--- config.mk ---
export PLATFORM = sky130hd
export DESIGN_NAME = clipped_colorkey_blit_bbox
export DESIGN_NICKNAME = d
export VERILOG_FILES = /design/src/design/ccb_pkg.sv /design/src/design/clipped_colorkey_blit_bbox.sv /design/src/design/ccb_fifo.sv /design/src/design/ccb_front.sv /design/src/design/ccb_back.sv
export SDC_FILE = /design/constraint.sdc
export NUM_CORES = 1
export LEC_CHECK = 0
export ABC_AREA = 0
export BUFFER_PORTS_ARGS = -buffer_cell sky130_fd_sc_hd__buf_4
export CAP_MARGIN = 40
export CORE_AREA = 2 2 198 200
export CTS_CLUSTER_SIZE = 25
export DETAILED_ROUTE_END_ITERATION = 7
export DIE_AREA = 0 0 200 202
export PLACE_DENSITY = 0.79
export SKIP_LAST_GASP = 1
export SYNTH_ARGS = -nofsm -noshare
export SYNTH_HDL_FRONTEND = slang
export SYNTH_SLANG_ARGS = --single-unit
--- constraint.sdc ---
create_clock -name i_clk -period 5.56 [get_ports i_clk]
set_input_delay 0.556 -clock i_clk [delete_from_list [all_inputs] [get_ports i_clk]]
set_output_delay 0.556 -clock i_clk [all_outputs]
set_load 0.1 [all_outputs]
--- src/design/ccb_pkg.sv ---
package ccb_pkg;

    localparam int unsigned DIM_W   = 11;
    localparam int unsigned POS_W   = 12;
    localparam int unsigned COLOR_W = 8;
    localparam int unsigned COORD_W = 10;
    localparam int unsigned CFG_IDX_W  = 3;
    localparam int unsigned CFG_DATA_W = 12;

    localparam logic [CFG_IDX_W-1:0] CFG_SPRITE_WIDTH    = 3'd0;
    localparam logic [CFG_IDX_W-1:0] CFG_SPRITE_HEIGHT   = 3'd1;
    localparam logic [CFG_IDX_W-1:0] CFG_POS_X           = 3'd2;
    localparam logic [CFG_IDX_W-1:0] CFG_POS_Y           = 3'd3;
    localparam logic [CFG_IDX_W-1:0] CFG_CANVAS_WIDTH    = 3'd4;
    localparam logic [CFG_IDX_W-1:0] CFG_CANVAS_HEIGHT   = 3'd5;
    localparam logic [CFG_IDX_W-1:0] CFG_TRANSPARENT_KEY = 3'd6;

    typedef struct packed {
        logic [DIM_W-1:0]   sprite_width;
        logic [DIM_W-1:0]   sprite_height;
        logic [POS_W-1:0]   pos_x;
        logic [POS_W-1:0]   pos_y;
        logic [DIM_W-1:0]   canvas_width;
        logic [DIM_W-1:0]   canvas_height;
        logic [COLOR_W-1:0] transparent_key;
    } t_cfg;

    typedef struct packed {
        logic [DIM_W-1:0]   col;
        logic [DIM_W-1:0]   row;
        logic               last;
        logic               opaque;
        logic [COLOR_W-1:0] color;
    } t_item;

    typedef struct packed {
        logic               write_enable;
        logic [COORD_W-1:0] canvas_x;
        logic [COORD_W-1:0] canvas_y;
        logic [COLOR_W-1:0] color_out;
        logic               last_pixel;
        logic [COORD_W-1:0] box_x;
        logic [COORD_W-1:0] box_y;
        logic [DIM_W-1:0]   box_width;
        logic [DIM_W-1:0]   box_height;
    } t_result;

endpackage

--- src/design/clipped_colorkey_blit_bbox.sv ---
// Colour-keyed sprite blitter with canvas clipping and an opaque bounding box. Sprite pixels
// arrive in raster order through a queue-style port and one result leaves for each pixel, in
// order, through a second queue-style port. The sustained rate is one pixel per clock while
// results are popped as they appear. The classifying front end and the blit back end are both
// combinational; a pixel is registered in the two-entry queue between them, and its result is
// registered in a second two-entry queue, where finished results wait, before it reaches the
// output. Configuration registers are written through a simple write port and take effect at
// once; they should only be changed while no pixel is in flight. The box fields are reported
// on the last pixel of each sprite and are zero for a fully transparent sprite.
module clipped_colorkey_blit_bbox #(
    parameter int unsigned MAX_SPRITE_DIM = 1024,
    parameter int unsigned MAX_CANVAS_DIM = 1024,
    parameter int unsigned COLOR_BITS     = 8
) (
    input  logic                              i_clk,
    input  logic                              i_rst_n,
    input  logic                              i_cfg_we,
    input  logic [ccb_pkg::CFG_IDX_W-1:0]     i_cfg_idx,
    input  logic [ccb_pkg::CFG_DATA_W-1:0]    i_cfg_data,
    input  logic                              push,
    output logic                              full,
    input  logic [ccb_pkg::COLOR_W-1:0]       i_pixel_color,
    output logic                              empty,
    input  logic                              pop,
    output logic                              o_write_enable,
    output logic [ccb_pkg::COORD_W-1:0]       o_canvas_x,
    output logic [ccb_pkg::COORD_W-1:0]       o_canvas_y,
    output logic [ccb_pkg::COLOR_W-1:0]       o_color_out,
    output logic                              o_last_pixel,
    output logic [ccb_pkg::COORD_W-1:0]       o_box_x,
    output logic [ccb_pkg::COORD_W-1:0]       o_box_y,
    output logic [ccb_pkg::DIM_W-1:0]         o_box_width,
    output logic [ccb_pkg::DIM_W-1:0]         o_box_height
);
    import ccb_pkg::*;

    t_cfg    r_cfg;
    t_item   front_item, mid_item;
    t_result back_result, out_result;
    logic    front_push, mid_full, mid_empty, back_pop, back_push, out_full;

    always_ff @(posedge i_clk) begin
        if (!i_rst_n) begin
            r_cfg.sprite_width    <= DIM_W'(16);
            r_cfg.sprite_height   <= DIM_W'(16);
            r_cfg.pos_x           <= '0;
            r_cfg.pos_y           <= '0;
            r_cfg.canvas_width    <= DIM_W'(1024);
            r_cfg.canvas_height   <= DIM_W'(1024);
            r_cfg.transparent_key <= '0;
        end else if (i_cfg_we) begin
            case (i_cfg_idx)
                CFG_SPRITE_WIDTH:    r_cfg.sprite_width    <= i_cfg_data[DIM_W-1:0];
                CFG_SPRITE_HEIGHT:   r_cfg.sprite_height   <= i_cfg_data[DIM_W-1:0];
                CFG_POS_X:           r_cfg.pos_x           <= i_cfg_data[POS_W-1:0];
                CFG_POS_Y:           r_cfg.pos_y           <= i_cfg_data[POS_W-1:0];
                CFG_CANVAS_WIDTH:    r_cfg.canvas_width    <= i_cfg_data[DIM_W-1:0];
                CFG_CANVAS_HEIGHT:   r_cfg.canvas_height   <= i_cfg_data[DIM_W-1:0];
                CFG_TRANSPARENT_KEY: r_cfg.transparent_key <= i_cfg_data[COLOR_W-1:0];
                default: begin
                end
            endcase
        end
    end

    ccb_front #(
        .MAX_SPRITE_DIM (MAX_SPRITE_DIM),
        .COLOR_BITS     (COLOR_BITS)
    ) u_front (
        .i_clk         (i_clk),
        .i_rst_n       (i_rst_n),
        .i_cfg         (r_cfg),
        .i_push        (push),
        .i_pixel_color (i_pixel_color),
        .i_full        (mid_full),
        .o_push        (front_push),
        .o_item        (front_item)
    );

    ccb_fifo #(
        .WIDTH ($bits(t_item)),
        .DEPTH (2)
    ) u_mid_q (
        .i_clk   (i_clk),
        .i_rst_n (i_rst_n),
        .i_push  (front_push),
        .i_data  (front_item),
        .o_full  (mid_full),
        .i_pop   (back_pop),
        .o_data  (mid_item),
        .o_empty (mid_empty)
    );

    ccb_back #(
        .MAX_CANVAS_DIM (MAX_CANVAS_DIM)
    ) u_back (
        .i_clk    (i_clk),
        .i_rst_n  (i_rst_n),
        .i_cfg    (r_cfg),
        .i_empty  (mid_empty),
        .i_item   (mid_item),
        .o_pop    (back_pop),
        .i_full   (out_full),
        .o_push   (back_push),
        .o_result (back_result)
    );

    ccb_fifo #(
        .WIDTH ($bits(t_result)),
        .DEPTH (2)
    ) u_out_q (
        .i_clk   (i_clk),
        .i_rst_n (i_rst_n),
        .i_push  (back_push),
        .i_data  (back_result),
        .o_full  (out_full),
        .i_pop   (pop),
        .o_data  (out_result),
        .o_empty (empty)
    );

    assign full           = mid_full;
    assign o_write_enable = out_result.write_enable;
    assign o_canvas_x     = out_result.canvas_x;
    assign o_canvas_y     = out_result.canvas_y;
    assign o_color_out    = out_result.color_out;
    assign o_last_pixel   = out_result.last_pixel;
    assign o_box_x        = out_result.box_x;
    assign o_box_y        = out_result.box_y;
    assign o_box_width    = out_result.box_width;
    assign o_box_height   = out_result.box_height;

endmodule

--- src/design/ccb_fifo.sv ---
module ccb_fifo #(
    parameter int unsigned WIDTH = 8,
    parameter int unsigned DEPTH = 2
) (
    input  logic             i_clk,
    input  logic             i_rst_n,
    input  logic             i_push,
    input  logic [WIDTH-1:0] i_data,
    output logic             o_full,
    input  logic             i_pop,
    output logic [WIDTH-1:0] o_data,
    output logic             o_empty
);

    localparam int unsigned PTR_W = (DEPTH > 1) ? $clog2(DEPTH) : 1;
    localparam int unsigned CNT_W = $clog2(DEPTH + 1);
    localparam logic [PTR_W-1:0] PTR_LAST = PTR_W'(DEPTH - 1);
    localparam logic [CNT_W-1:0] CNT_FULL = CNT_W'(DEPTH);

    logic [WIDTH-1:0] r_mem [DEPTH];
    logic [PTR_W-1:0] r_wr, n_wr;
    logic [PTR_W-1:0] r_rd, n_rd;
    logic [CNT_W-1:0] r_cnt, n_cnt;
    logic             push_ok;
    logic             pop_ok;

    assign o_full  = (r_cnt == CNT_FULL);
    assign o_empty = (r_cnt == '0);
    assign o_data  = r_mem[r_rd];
    assign push_ok = i_push && !o_full;
    assign pop_ok  = i_pop && !o_empty;

    always_comb begin
        n_wr  = r_wr;
        n_rd  = r_rd;
        n_cnt = r_cnt;
        if (push_ok) begin
            n_wr = (r_wr == PTR_LAST) ? '0 : r_wr + 1'b1;
        end
        if (pop_ok) begin
            n_rd = (r_rd == PTR_LAST) ? '0 : r_rd + 1'b1;
        end
        if (push_ok && !pop_ok) begin
            n_cnt = r_cnt + 1'b1;
        end else if (pop_ok && !push_ok) begin
            n_cnt = r_cnt - 1'b1;
        end
    end

    always_ff @(posedge i_clk) begin
        if (!i_rst_n) begin
            r_wr  <= '0;
            r_rd  <= '0;
            r_cnt <= '0;
        end else begin
            r_wr  <= n_wr;
            r_rd  <= n_rd;
            r_cnt <= n_cnt;
        end
    end

    always_ff @(posedge i_clk) begin
        if (push_ok) begin
            r_mem[r_wr] <= i_data;
        end
    end

    a_cnt_bound: assert property (@(posedge i_clk) disable iff (!i_rst_n)
        r_cnt <= CNT_FULL)
        else $error("queue occupancy beyond its depth");

    a_ptr_gap: assert property (@(posedge i_clk) disable iff (!i_rst_n)
        (r_cnt == '0 || r_cnt == CNT_FULL) |-> (r_wr == r_rd))
        else $error("queue pointers disagree with occupancy");

    a_no_lost_push: assert property (@(posedge i_clk) disable iff (!i_rst_n)
        (push_ok && !pop_ok) |=> (r_cnt == $past(r_cnt) + 1'b1))
        else $error("queue transfer in not counted");

endmodule

--- src/design/ccb_front.sv ---
module ccb_front #(
    parameter int unsigned MAX_SPRITE_DIM = 1024,
    parameter int unsigned COLOR_BITS     = 8
) (
    input  logic                                i_clk,
    input  logic                                i_rst_n,
    input  ccb_pkg::t_cfg                       i_cfg,
    input  logic                                i_push,
    input  logic [ccb_pkg::COLOR_W-1:0]         i_pixel_color,
    input  logic                                i_full,
    output logic                                o_push,
    output ccb_pkg::t_item                      o_item
);
    import ccb_pkg::*;

    localparam int unsigned SPR_LIM_I = (MAX_SPRITE_DIM < 2047) ? MAX_SPRITE_DIM : 2047;
    localparam logic [DIM_W-1:0] SPR_LIM = DIM_W'(SPR_LIM_I);
    localparam int unsigned CNT_W = $clog2(SPR_LIM_I);
    localparam logic [COLOR_W-1:0] COLOR_MASK =
        (COLOR_BITS >= COLOR_W) ? {COLOR_W{1'b1}} : COLOR_W'((1 << COLOR_BITS) - 1);

    logic [CNT_W-1:0] r_col, n_col;
    logic [CNT_W-1:0] r_row, n_row;
    logic [DIM_W-1:0] w_eff, h_eff, w_m1, h_m1;
    logic [DIM_W-1:0] col, row;
    logic             at_row_end, at_last_row, accept;
    logic [COLOR_W-1:0] color;

    always_comb begin
        if (i_cfg.sprite_width == '0) begin
            w_eff = DIM_W'(1);
        end else if (i_cfg.sprite_width > SPR_LIM) begin
            w_eff = SPR_LIM;
        end else begin
            w_eff = i_cfg.sprite_width;
        end
        if (i_cfg.sprite_height == '0) begin
            h_eff = DIM_W'(1);
        end else if (i_cfg.sprite_height > SPR_LIM) begin
            h_eff = SPR_LIM;
        end else begin
            h_eff = i_cfg.sprite_height;
        end
    end

    assign w_m1        = w_eff - 1'b1;
    assign h_m1        = h_eff - 1'b1;
    assign at_row_end  = DIM_W'(r_col) >= w_m1;
    assign at_last_row = DIM_W'(r_row) >= h_m1;
    assign col         = at_row_end ? w_m1 : DIM_W'(r_col);
    assign row         = at_last_row ? h_m1 : DIM_W'(r_row);
    assign color       = i_pixel_color & COLOR_MASK;
    assign accept      = i_push && !i_full;

    assign o_push        = accept;
    assign o_item.col    = col;
    assign o_item.row    = row;
    assign o_item.last   = at_row_end && at_last_row;
    assign o_item.opaque = color != (i_cfg.transparent_key & COLOR_MASK);
    assign o_item.color  = color;

    always_comb begin
        n_col = r_col;
        n_row = r_row;
        if (accept) begin
            if (at_row_end && at_last_row) begin
                n_col = '0;
                n_row = '0;
            end else if (at_row_end) begin
                n_col = '0;
                n_row = CNT_W'(row + 1'b1);
            end else begin
                n_col = CNT_W'(col + 1'b1);
            end
        end
    end

    always_ff @(posedge i_clk) begin
        if (!i_rst_n) begin
            r_col <= '0;
            r_row <= '0;
        end else begin
            r_col <= n_col;
            r_row <= n_row;
        end
    end

    a_wrap_after_last: assert property (@(posedge i_clk) disable iff (!i_rst_n)
        (accept && o_item.last) |=> (r_col == '0 && r_row == '0))
        else $error("counters did not wrap after the final pixel");

    a_pos_in_sprite: assert property (@(posedge i_clk) disable iff (!i_rst_n)
        (col <= w_m1) && (row <= h_m1))
        else $error("pixel position outside the sprite");

    a_row_step: assert property (@(posedge i_clk) disable iff (!i_rst_n)
        (accept && at_row_end && !at_last_row) |=> (r_col == '0))
        else $error("column counter did not wrap at the row end");

endmodule

--- src/design/ccb_back.sv ---
module ccb_back #(
    parameter int unsigned MAX_CANVAS_DIM = 1024
) (
    input  logic               i_clk,
    input  logic               i_rst_n,
    input  ccb_pkg::t_cfg      i_cfg,
    input  logic               i_empty,
    input  ccb_pkg::t_item     i_item,
    output logic               o_pop,
    input  logic               i_full,
    output logic               o_push,
    output ccb_pkg::t_result   o_result
);
    import ccb_pkg::*;

    localparam logic [DIM_W-1:0] CAN_LIM =
        DIM_W'((MAX_CANVAS_DIM < 2047) ? MAX_CANVAS_DIM : 2047);

    logic [DIM_W-1:0] r_min_col, n_min_col;
    logic [DIM_W-1:0] r_max_col, n_max_col;
    logic [DIM_W-1:0] r_min_row, n_min_row;
    logic [DIM_W-1:0] r_max_row, n_max_row;
    logic             r_seen, n_seen;
    logic [DIM_W-1:0] b_min_col, b_max_col, b_min_row, b_max_row;
    logic             b_seen;
    logic [DIM_W-1:0] cw, ch;
    logic [POS_W:0]   cx, cy;
    logic             in_canvas, we, take;

    assign take   = !i_empty && !i_full;
    assign o_pop  = take;
    assign o_push = take;

    assign cw = (i_cfg.canvas_width > CAN_LIM) ? CAN_LIM : i_cfg.canvas_width;
    assign ch = (i_cfg.canvas_height > CAN_LIM) ? CAN_LIM : i_cfg.canvas_height;
    assign cx = {i_cfg.pos_x[POS_W-1], i_cfg.pos_x} + {2'b00, i_item.col};
    assign cy = {i_cfg.pos_y[POS_W-1], i_cfg.pos_y} + {2'b00, i_item.row};
    assign in_canvas = !cx[POS_W] && !cy[POS_W] &&
                       (cx[POS_W-1:0] < {1'b0, cw}) && (cy[POS_W-1:0] < {1'b0, ch});
    assign we = i_item.opaque && in_canvas;

    // The box includes the current pixel before it is reported.
    always_comb begin
        b_min_col = r_min_col;
        b_max_col = r_max_col;
        b_min_row = r_min_row;
        b_max_row = r_max_row;
        b_seen    = r_seen;
        if (i_item.opaque) begin
            b_seen = 1'b1;
            if (!r_seen) begin
                b_min_col = i_item.col;
                b_max_col = i_item.col;
                b_min_row = i_item.row;
                b_max_row = i_item.row;
            end else begin
                if (i_item.col < r_min_col) begin
                    b_min_col = i_item.col;
                end
                if (i_item.col > r_max_col) begin
                    b_max_col = i_item.col;
                end
                if (i_item.row < r_min_row) begin
                    b_min_row = i_item.row;
                end
                if (i_item.row > r_max_row) begin
                    b_max_row = i_item.row;
                end
            end
        end
    end

    always_comb begin
        o_result              = '0;
        o_result.write_enable = we;
        o_result.last_pixel   = i_item.last;
        if (we) begin
            o_result.canvas_x  = cx[COORD_W-1:0];
            o_result.canvas_y  = cy[COORD_W-1:0];
            o_result.color_out = i_item.color;
        end
        if (i_item.last && b_seen) begin
            o_result.box_x      = b_min_col[COORD_W-1:0];
            o_result.box_y      = b_min_row[COORD_W-1:0];
            o_result.box_width  = b_max_col - b_min_col + 1'b1;
            o_result.box_height = b_max_row - b_min_row + 1'b1;
        end
    end

    always_comb begin
        n_min_col = r_min_col;
        n_max_col = r_max_col;
        n_min_row = r_min_row;
        n_max_row = r_max_row;
        n_seen    = r_seen;
        if (take) begin
            if (i_item.last) begin
                n_min_col = '0;
                n_max_col = '0;
                n_min_row = '0;
                n_max_row = '0;
                n_seen    = 1'b0;
            end else begin
                n_min_col = b_min_col;
                n_max_col = b_max_col;
                n_min_row = b_min_row;
                n_max_row = b_max_row;
                n_seen    = b_seen;
            end
        end
    end

    always_ff @(posedge i_clk) begin
        if (!i_rst_n) begin
            r_min_col <= '0;
            r_max_col <= '0;
            r_min_row <= '0;
            r_max_row <= '0;
            r_seen    <= 1'b0;
        end else begin
            r_min_col <= n_min_col;
            r_max_col <= n_max_col;
            r_min_row <= n_min_row;
            r_max_row <= n_max_row;
            r_seen    <= n_seen;
        end
    end

    a_tracker_cleared: assert property (@(posedge i_clk) disable iff (!i_rst_n)
        (take && i_item.last) |=> (!r_seen && r_min_col == '0 && r_max_row == '0))
        else $error("box tracker not cleared after the final pixel");

    a_box_ordered: assert property (@(posedge i_clk) disable iff (!i_rst_n)
        r_seen |-> (r_min_col <= r_max_col && r_min_row <= r_max_row))
        else $error("box edges out of order");

    a_no_write_fields: assert property (@(posedge i_clk) disable iff (!i_rst_n)
        (take && !we) |-> (o_result.canvas_x == '0 && o_result.color_out == '0))
        else $error("write fields set without a write");

    a_box_only_last: assert property (@(posedge i_clk) disable iff (!i_rst_n)
        (take && !i_item.last) |-> (o_result.box_width == '0 && o_result.box_height == '0))
        else $error("box reported before the final pixel");

endmodule

==> key figures, run 1 <==
Outcome
  – Outcome: finished, final reports clean

CTS
  – Clock sink count: 359
  – Clk buf depth: 3
  – Clock Root Buffer: clkbuf_16
  – Skew-Pair Late Insertion Delay: 550 ps
  – H-tree depth: 2
  – Clock slew at reported path FFs: 60 ps
  – TritonCTS Buffers: 38
  – CTS tree: yes

Logic synthesis
  – EDFF count, synth: 208
  – Fraction of the mapped netlist area in simple logic gates: 14.14%
  – XOR/XNOR share of the synthesized area: 2.446%
  – Async SR Flop Fraction: 0%
  – Combinational family with the most area after synthesis: simple AND/OR/NAND/NOR gates
  – Average cell area after synthesis: 10.28 sq um
  – Seq cells post-synth: 359
  – Multiplexer share of the synthesized area: 7.616%
  – Synth Area in Compound Gates: 13.23%
  – Ys Warns: 0
  – Syn Inst Count: 1,846
  – Netlist cell types: 72
  – Ys flop type: edfxtp_1
  – Seq/Total Area, Yosys: 48.85%
  – Adder-cell area share of the yosys netlist: 10.12%
  – Netlist Area Pre-Place: 18,970 sq um

Detailed routing
  – Via count: 14,543
  – Via density per instance: 5.831
  – DRT Pass-1 Iters: 6
  – DRC Markers: 0
  – Initial DRC count: 1,203
  – Antenna viol nets, final: 0
  – Wirelength per Cell: 19.10 um
  – Final WL: 47,640 um

Timing
  – Tcrit/Tclk final: 94.16%
  – Post-Route Skew: 13.33 ps
  – Slew Viols, Final: 0
  – Slew @ Worst Pin: 869.8 ps
  – Highest clock rate: 191.0 MHz
  – Total Neg Setup Slack: 0 ps
  – Rel. slew slack: 41.80%
  – # setup viols final: 0
  – Hold Slack: 213.5 ps
  – Minimum clock period: 5236 ps
  – Setup ws final: 324.4 ps
  – Final Hold Viols: 0
  – Unrepaired setup endpoints after global routing: yes

Cells and area
  – Fillers: 3,181
  – Share of cells above drive strength 1: 16.75%
  – Final Util: 56.77%
  – P&R area growth vs syn: 14.55%
  – Ant. Diodes: 0
  – Final nets: 2,125

Global route
  – Met3 usage: 3.754%
  – Met2 Use GR: 39.29%
  – Largest net degree at the start of global routing: 75
  – Total track usage: 23.65%
  – First-pass GRT wire length: 75,440 um
  – Antenna violations before repair: 0
  – Grt ovf: 0
  – GR peak layer: met2
  – Met1 usage: 30.59%
  – Number of global-route vias before repair: 14,388

Floorplan
  – I/O pins: 102
  – Die area: 40,400 sq um
  – DIE HEIGHT: 202 um
  – Initial Utilization: 49.56%
  – Die width: 200 um
  – CORE AREA: 38,290 sq um
  – Row Count: 72

Critical path
  – Worst setup EP type: flip-flop
  – R2r setup slk: 320 ps
  – Worst setup SP type: flip-flop
  – Crit path max fanout: 33
  – CP arrival: 5520 ps
  – Setup CP Type: reg -> reg
  – Worst path required time: 5850 ps

Placed design
  – Detail Placement HPWL: 33,830 um
  – Post-Place Worst Slack: 160.1 ps
  – I/O Buffers: 101
  – Placer's final routability congestion estimate: 0.9576

Worst hold path
  – Hold Path Class: in -> reg

Job
  – Max-cap violations: 0
critical path, stage by stage (launching register included):
cell	delay [ps]
dfxtp_1	360
buf_12	240
mux2_2	470
ha_1	320
nor2_1	40
a211oi_1	250
a41oi_1	180
o21ai_0	310
nand2_2	220
mux2i_2	280
inv_1	70
ha_1	270
inv_1	40
ha_1	220
fa_1	420
a21o_1	180
a21oi_1	240
o21bai_1	100
a21oi_1	230
o21bai_1	100
a21oi_1	180
xor2_1	160
nor2_1	60
kinds of logic (layout without fill, tap and decap cells):
kind of cell,Yosys count,in the layout
XOR/XNOR,53,53
flip-flops,359,359
adder cells (fa/ha/maj),151,151
buffers and inverters,173,300
other,1,4
AND/OR/NAND/NOR,583,583
multiplexers,132,132
AO/OA/AOI/OAI,394,394
layout make-up:
cell class	count	area (sq um)	area share, %
clock inverter	13	165.2	0.7598
multi-input combinational	1317	9129	42.00
clock buffer	57	1076	4.950
timing repair buffer	138	1096	5.043
inverter	92	346.6	1.595
sequential	359	9275	42.67
tap	518	648.1	2.982
per-stage QoR:
step / cell area (sq um) / std cells
global route: 21740 / 2494
finish: 21740 / 2494
floorplan: 18990 / 1849
detailed placement: 20430 / 2424
global placement: 20370 / 2420
CTS: 21670 / 2494
synth_stat cells, types with 33 or more instances:
cell type | instances | area share (%)
a21oi_1 | 157 | 4.1
clkbuf_1 | 65 | 1.3
dfxtp_1 | 151 | 16
edfxtp_1 | 208 | 33
ha_1 | 147 | 9.7
inv_1 | 89 | 1.8
mux2_2 | 99 | 5.9
mux2i_1 | 33 | 1.7
nand2_1 | 246 | 4.9
nor2_1 | 140 | 2.8
nor3_1 | 37 | 0.98
o21ai_0 | 70 | 1.8
flip-flops by register name, indices dropped and copies added, names as in the netlist, named ones only:
signal / count
u_front.r_col: 10
u_mid_q.r_mem: 64
u_out_q.r_rd: 1
u_back.r_min_row: 11
u_back.r_max_row: 11
u_mid_q.r_wr: 1
u_front.r_row: 10
u_back.r_min_col: 11
r_cfg: 76
u_out_q.r_mem: 144
u_out_q.r_wr: 1
u_mid_q.r_rd: 1
u_back.r_seen: 1
u_mid_q.r_cnt: 2
u_out_q.r_cnt: 2
u_back.r_max_col: 11
final timing paths:
| kind | to | startpoint | cells after the start |
|---|---|---|---|
| hold / removal | u_mid_q.r_mem[0][2]$_DFFE_PP_ | i_pixel_color[2] | 1 |
| hold reg to reg | r_cfg[15]$_SDFFE_PN0P_ | r_cfg[15]$_SDFFE_PN0P_ | 2 |
| setup reg to reg | u_out_q.r_mem[1][9]$_DFFE_PP_ | flip-flop | 22 |
| setup / recovery | u_out_q.r_mem[1][9]$_DFFE_PP_ | flip-flop | 22 |
what timing repair did:
action,CTS,global route
hold buffers,0,0
buffers inserted,0,0
resized for setup,0,20
setup endpoints to repair,0,9
per-layer routing:
metal	wire length [um]	part of all wire, %	vias up
li1	-	-	6882
met1	20060	42	7035
met2	22900	48	512
met3	2919	6.1	114
met4	1757	3.7	0
met5	0	0	-
placed cells by master (no fill, tap or decap), types with 11 or more instances in the layout:
master / netlist / layout
nand2_1: 246 / 244
edfxtp_1: 208 / 208
nor3_1: 37 / 35
nor3b_1: 29 / 29
nand2b_1: 16 / 16
inv_1: 89 / 89
nor2_1: 140 / 138
clkbuf_1: 65 / 15
nand4_1: 13 / 13
mux2_2: 99 / 99
dfxtp_1: 151 / 148
mux2i_1: 33 / 31
a211oi_1: 11 / 11
nor2b_1: 14 / 14
nor4_1: 12 / 11
a21oi_1: 157 / 157
o21a_1: 14 / 14
clkbuf_16: 0 / 40
o21ai_0: 70 / 67
a21o_1: 19 / 19
nand3_1: 24 / 24
and3_1: 15 / 15
buf_4: 0 / 132
xor2_1: 24 / 24
a22oi_1: 20 / 20
ha_1: 147 / 145
xnor2_1: 29 / 29
Power of run 1 is not shown: default switching activity piles up to over one toggle a cycle in this logic, so the estimate is an artifact.
==> run 2, diff against run 1 <==
--- a/config.mk
+++ b/config.mk
@@ -14,4 +14,5 @@
 export DIE_AREA = 0 0 200 202
 export PLACE_DENSITY = 0.79
+export SKIP_CTS_REPAIR_TIMING = 1
 export SKIP_LAST_GASP = 1
 export SYNTH_ARGS = -nofsm -noshare
==> constraint.sdc (replaced) <==
create_clock -name i_clk -period 5.56 [get_ports i_clk]
set_input_delay 0.834 -clock i_clk [delete_from_list [all_inputs] [get_ports i_clk]]
set_output_delay 0.834 -clock i_clk [all_outputs]
set_load 0.1 [all_outputs]
==> run 2 against run 1 <==
Cell area rose by 0.99%; clock skew is 11 ps higher; setup slack gained 4.4 ps; final cell count grew 0.24%; critical path type unchanged.
==> key figures, run 2 (synthesis gave the netlist of run 1 again) <==
Placed design
  – Cells after DPL: 2,424
  – I/O Buffers: 101
  – Detail Placement HPWL: 33,940 um
  – Placer's final routability congestion estimate: 0.9554

Critical path
  – Worst path required time: 5970 ps
  – Worst setup EP type: flip-flop
  – Crit path max fanout: 33
  – CP arrival: 5640 ps
  – Critical-path cell list: buf_12 > mux2_2 > ha_1 > nor4_1 > o21ai_0 > a41oi_1 > o21ai_0 > nand2_2 > mux2i_1 > ha_1 > ha_1 > a21o_1 > a21oi_1 > o21bai_1 > a2111o_1 > a211o_1 > a31oi_1 > nand4_1 > nand2_1
  – Worst path bufs/invs: 1
  – Worst setup SP type: flip-flop
  – Slowest stage delay, CP: 480 ps
  – Setup CP Type: reg -> reg
  – Critical path's top delay family: compound AO/OA/AOI/OAI gates
  – Slowest CP cell: a2111o_1
  – Crit path top cell by count: ha_1

Global route
  – First-pass GRT wire length: 75,040 um
  – Number of global-route vias before repair: 14,261
  – Antenna violations before repair: 0
  – Total track usage: 23.41%
  – Grt ovf: 0
  – Largest net degree at the start of global routing: 75

CTS
  – TritonCTS Buffers: 39
  – Clock sink count: 359
  – Clk buf depth: 3
  – Clock Root Buffer: clkbuf_16
  – Clock slew at reported path FFs: 60 ps
  – H-tree depth: 2
  – CTS tree: yes
  – Skew-Pair Late Insertion Delay: 550 ps

Floorplan
  – DIE HEIGHT: 202 um
  – I/O pins: 102
  – CORE AREA: 38,290 sq um
  – Initial Utilization: 49.56%
  – Die area: 40,400 sq um
  – Die width: 200 um
  – Row Count: 72

Cells and area
  – Finished Layout Cells: 2,500
  – P&R area growth vs syn: 15.69%
  – Ant. Diodes: 0
  – Final nets: 2,130
  – Most common cell after layout, fill and taps aside: nand2_1
  – Largest regs: u_out_q.r_mem x144, r_cfg x76, u_mid_q.r_mem x64
  – Share of cells above drive strength 1: 17.36%
  – Max FFs per register: 144
  – Commonest cells after routing, fill and taps aside: nand2_1 (244), edfxtp_1 (208), a21oi_1 (157), dfxtp_1 (149), ha_1 (145)
  – Top reg by flops: u_out_q.r_mem

Timing
  – Final Hold Viols: 0
  – Tcrit/Tclk final: 94.09%
  – Minimum clock period: 5231 ps
  – Rel. slew slack: 40.60%
  – # setup viols final: 0
  – Post-Route Skew: 24.09 ps
  – Unrepaired setup endpoints after global routing: yes
  – Slew @ Worst Pin: 887.7 ps
  – Slew Viols, Final: 0
  – Hold Slack: 457.2 ps
  – Highest clock rate: 191.2 MHz

Detailed routing
  – DRT Pass-1 Iters: 5
  – Via count: 14,368
  – DRC Markers: 0
  – Via density per instance: 5.747
  – Antenna viol nets, final: 0
  – Final WL: 47,430 um
  – Wirelength per Cell: 18.97 um
  – Initial DRC count: 1,041

Outcome
  – Outcome: finished, final reports clean

Worst hold path
  – Hold Path Class: reg -> reg

Job
  – Max-cap violations: 0
[run 2: cell count changes in the layout (fill, tap and decap cells not counted), moves of 2 or more]
cell       delta
mux2i_2       -2
clkbuf_8      +5
inv_6         +3
clkbuf_1     -11
buf_4         +4
mux2i_1       +2
bufinv_16     +5
[run 2: layout make-up]
cell class	count	area, sq um
flip-flops and latches	359	9274
clock inverters	23	379.1
well taps	518	648.1
inverters	92	346.6
clock buffers	49	1074
repair buffers	142	1126
multi-input cells	1317	9104
fillers	3135	16340
[run 2: path summary, 6_finish.rpt]
| check | from | end | slack [ps] | cells after the start |
|---|---|---|---|---|
| min | r_cfg[15]$_SDFFE_PN0P_ | r_cfg[15]$_SDFFE_PN0P_ | 460 | 2 |
| min reg2reg | r_cfg[15]$_SDFFE_PN0P_ | r_cfg[15]$_SDFFE_PN0P_ | 460 | 2 |
| max | flip-flop | u_out_q.r_mem[1][10]$_DFFE_PP_ | 330 | 19 |
| max reg2reg | flip-flop | u_out_q.r_mem[1][10]$_DFFE_PP_ | 330 | 19 |
[run 2: worst min-delay path: cells and delay by family, from the launching register on]
| kind | cells | cell delay, ps |
|---|---|---|
| flops | 1 | 310 |
| simple gates | 1 | 50 |
| compound gates | 1 | 50 |
[run 2: metal layers]
| layer | track usage [%] | share of wire (%) | up-vias |
|---|---|---|---|
| met5 | 0 | 0 | - |
| met4 | 9.021 | 3.4 | 0 |
| met3 | 3.421 | 6.5 | 105 |
| met2 | 39.67 | 48 | 494 |
| met1 | 30.16 | 42 | 6883 |
| li1 | - | - | 6886 |
[run 2: per-stage QoR]
| step | setup TNS, ps | instance area (sq um) | setup slack, ps | util [%] |
|---|---|---|---|---|
| finish | 0 | 21950 | 328.8 | 57.33 |
| global route | -123.7 | 21950 | -85.71 | 57.33 |
| floorplan | 0 | 18990 | 56.54 | - |
| global placement | 0 | 20370 | 210.5 | 53.20 |
| CTS | 0 | 21890 | 59.50 | 57.16 |
| detailed placement | 0 | 20430 | 110.2 | 53.37 |
Power of run 2 is left out for the same reason.
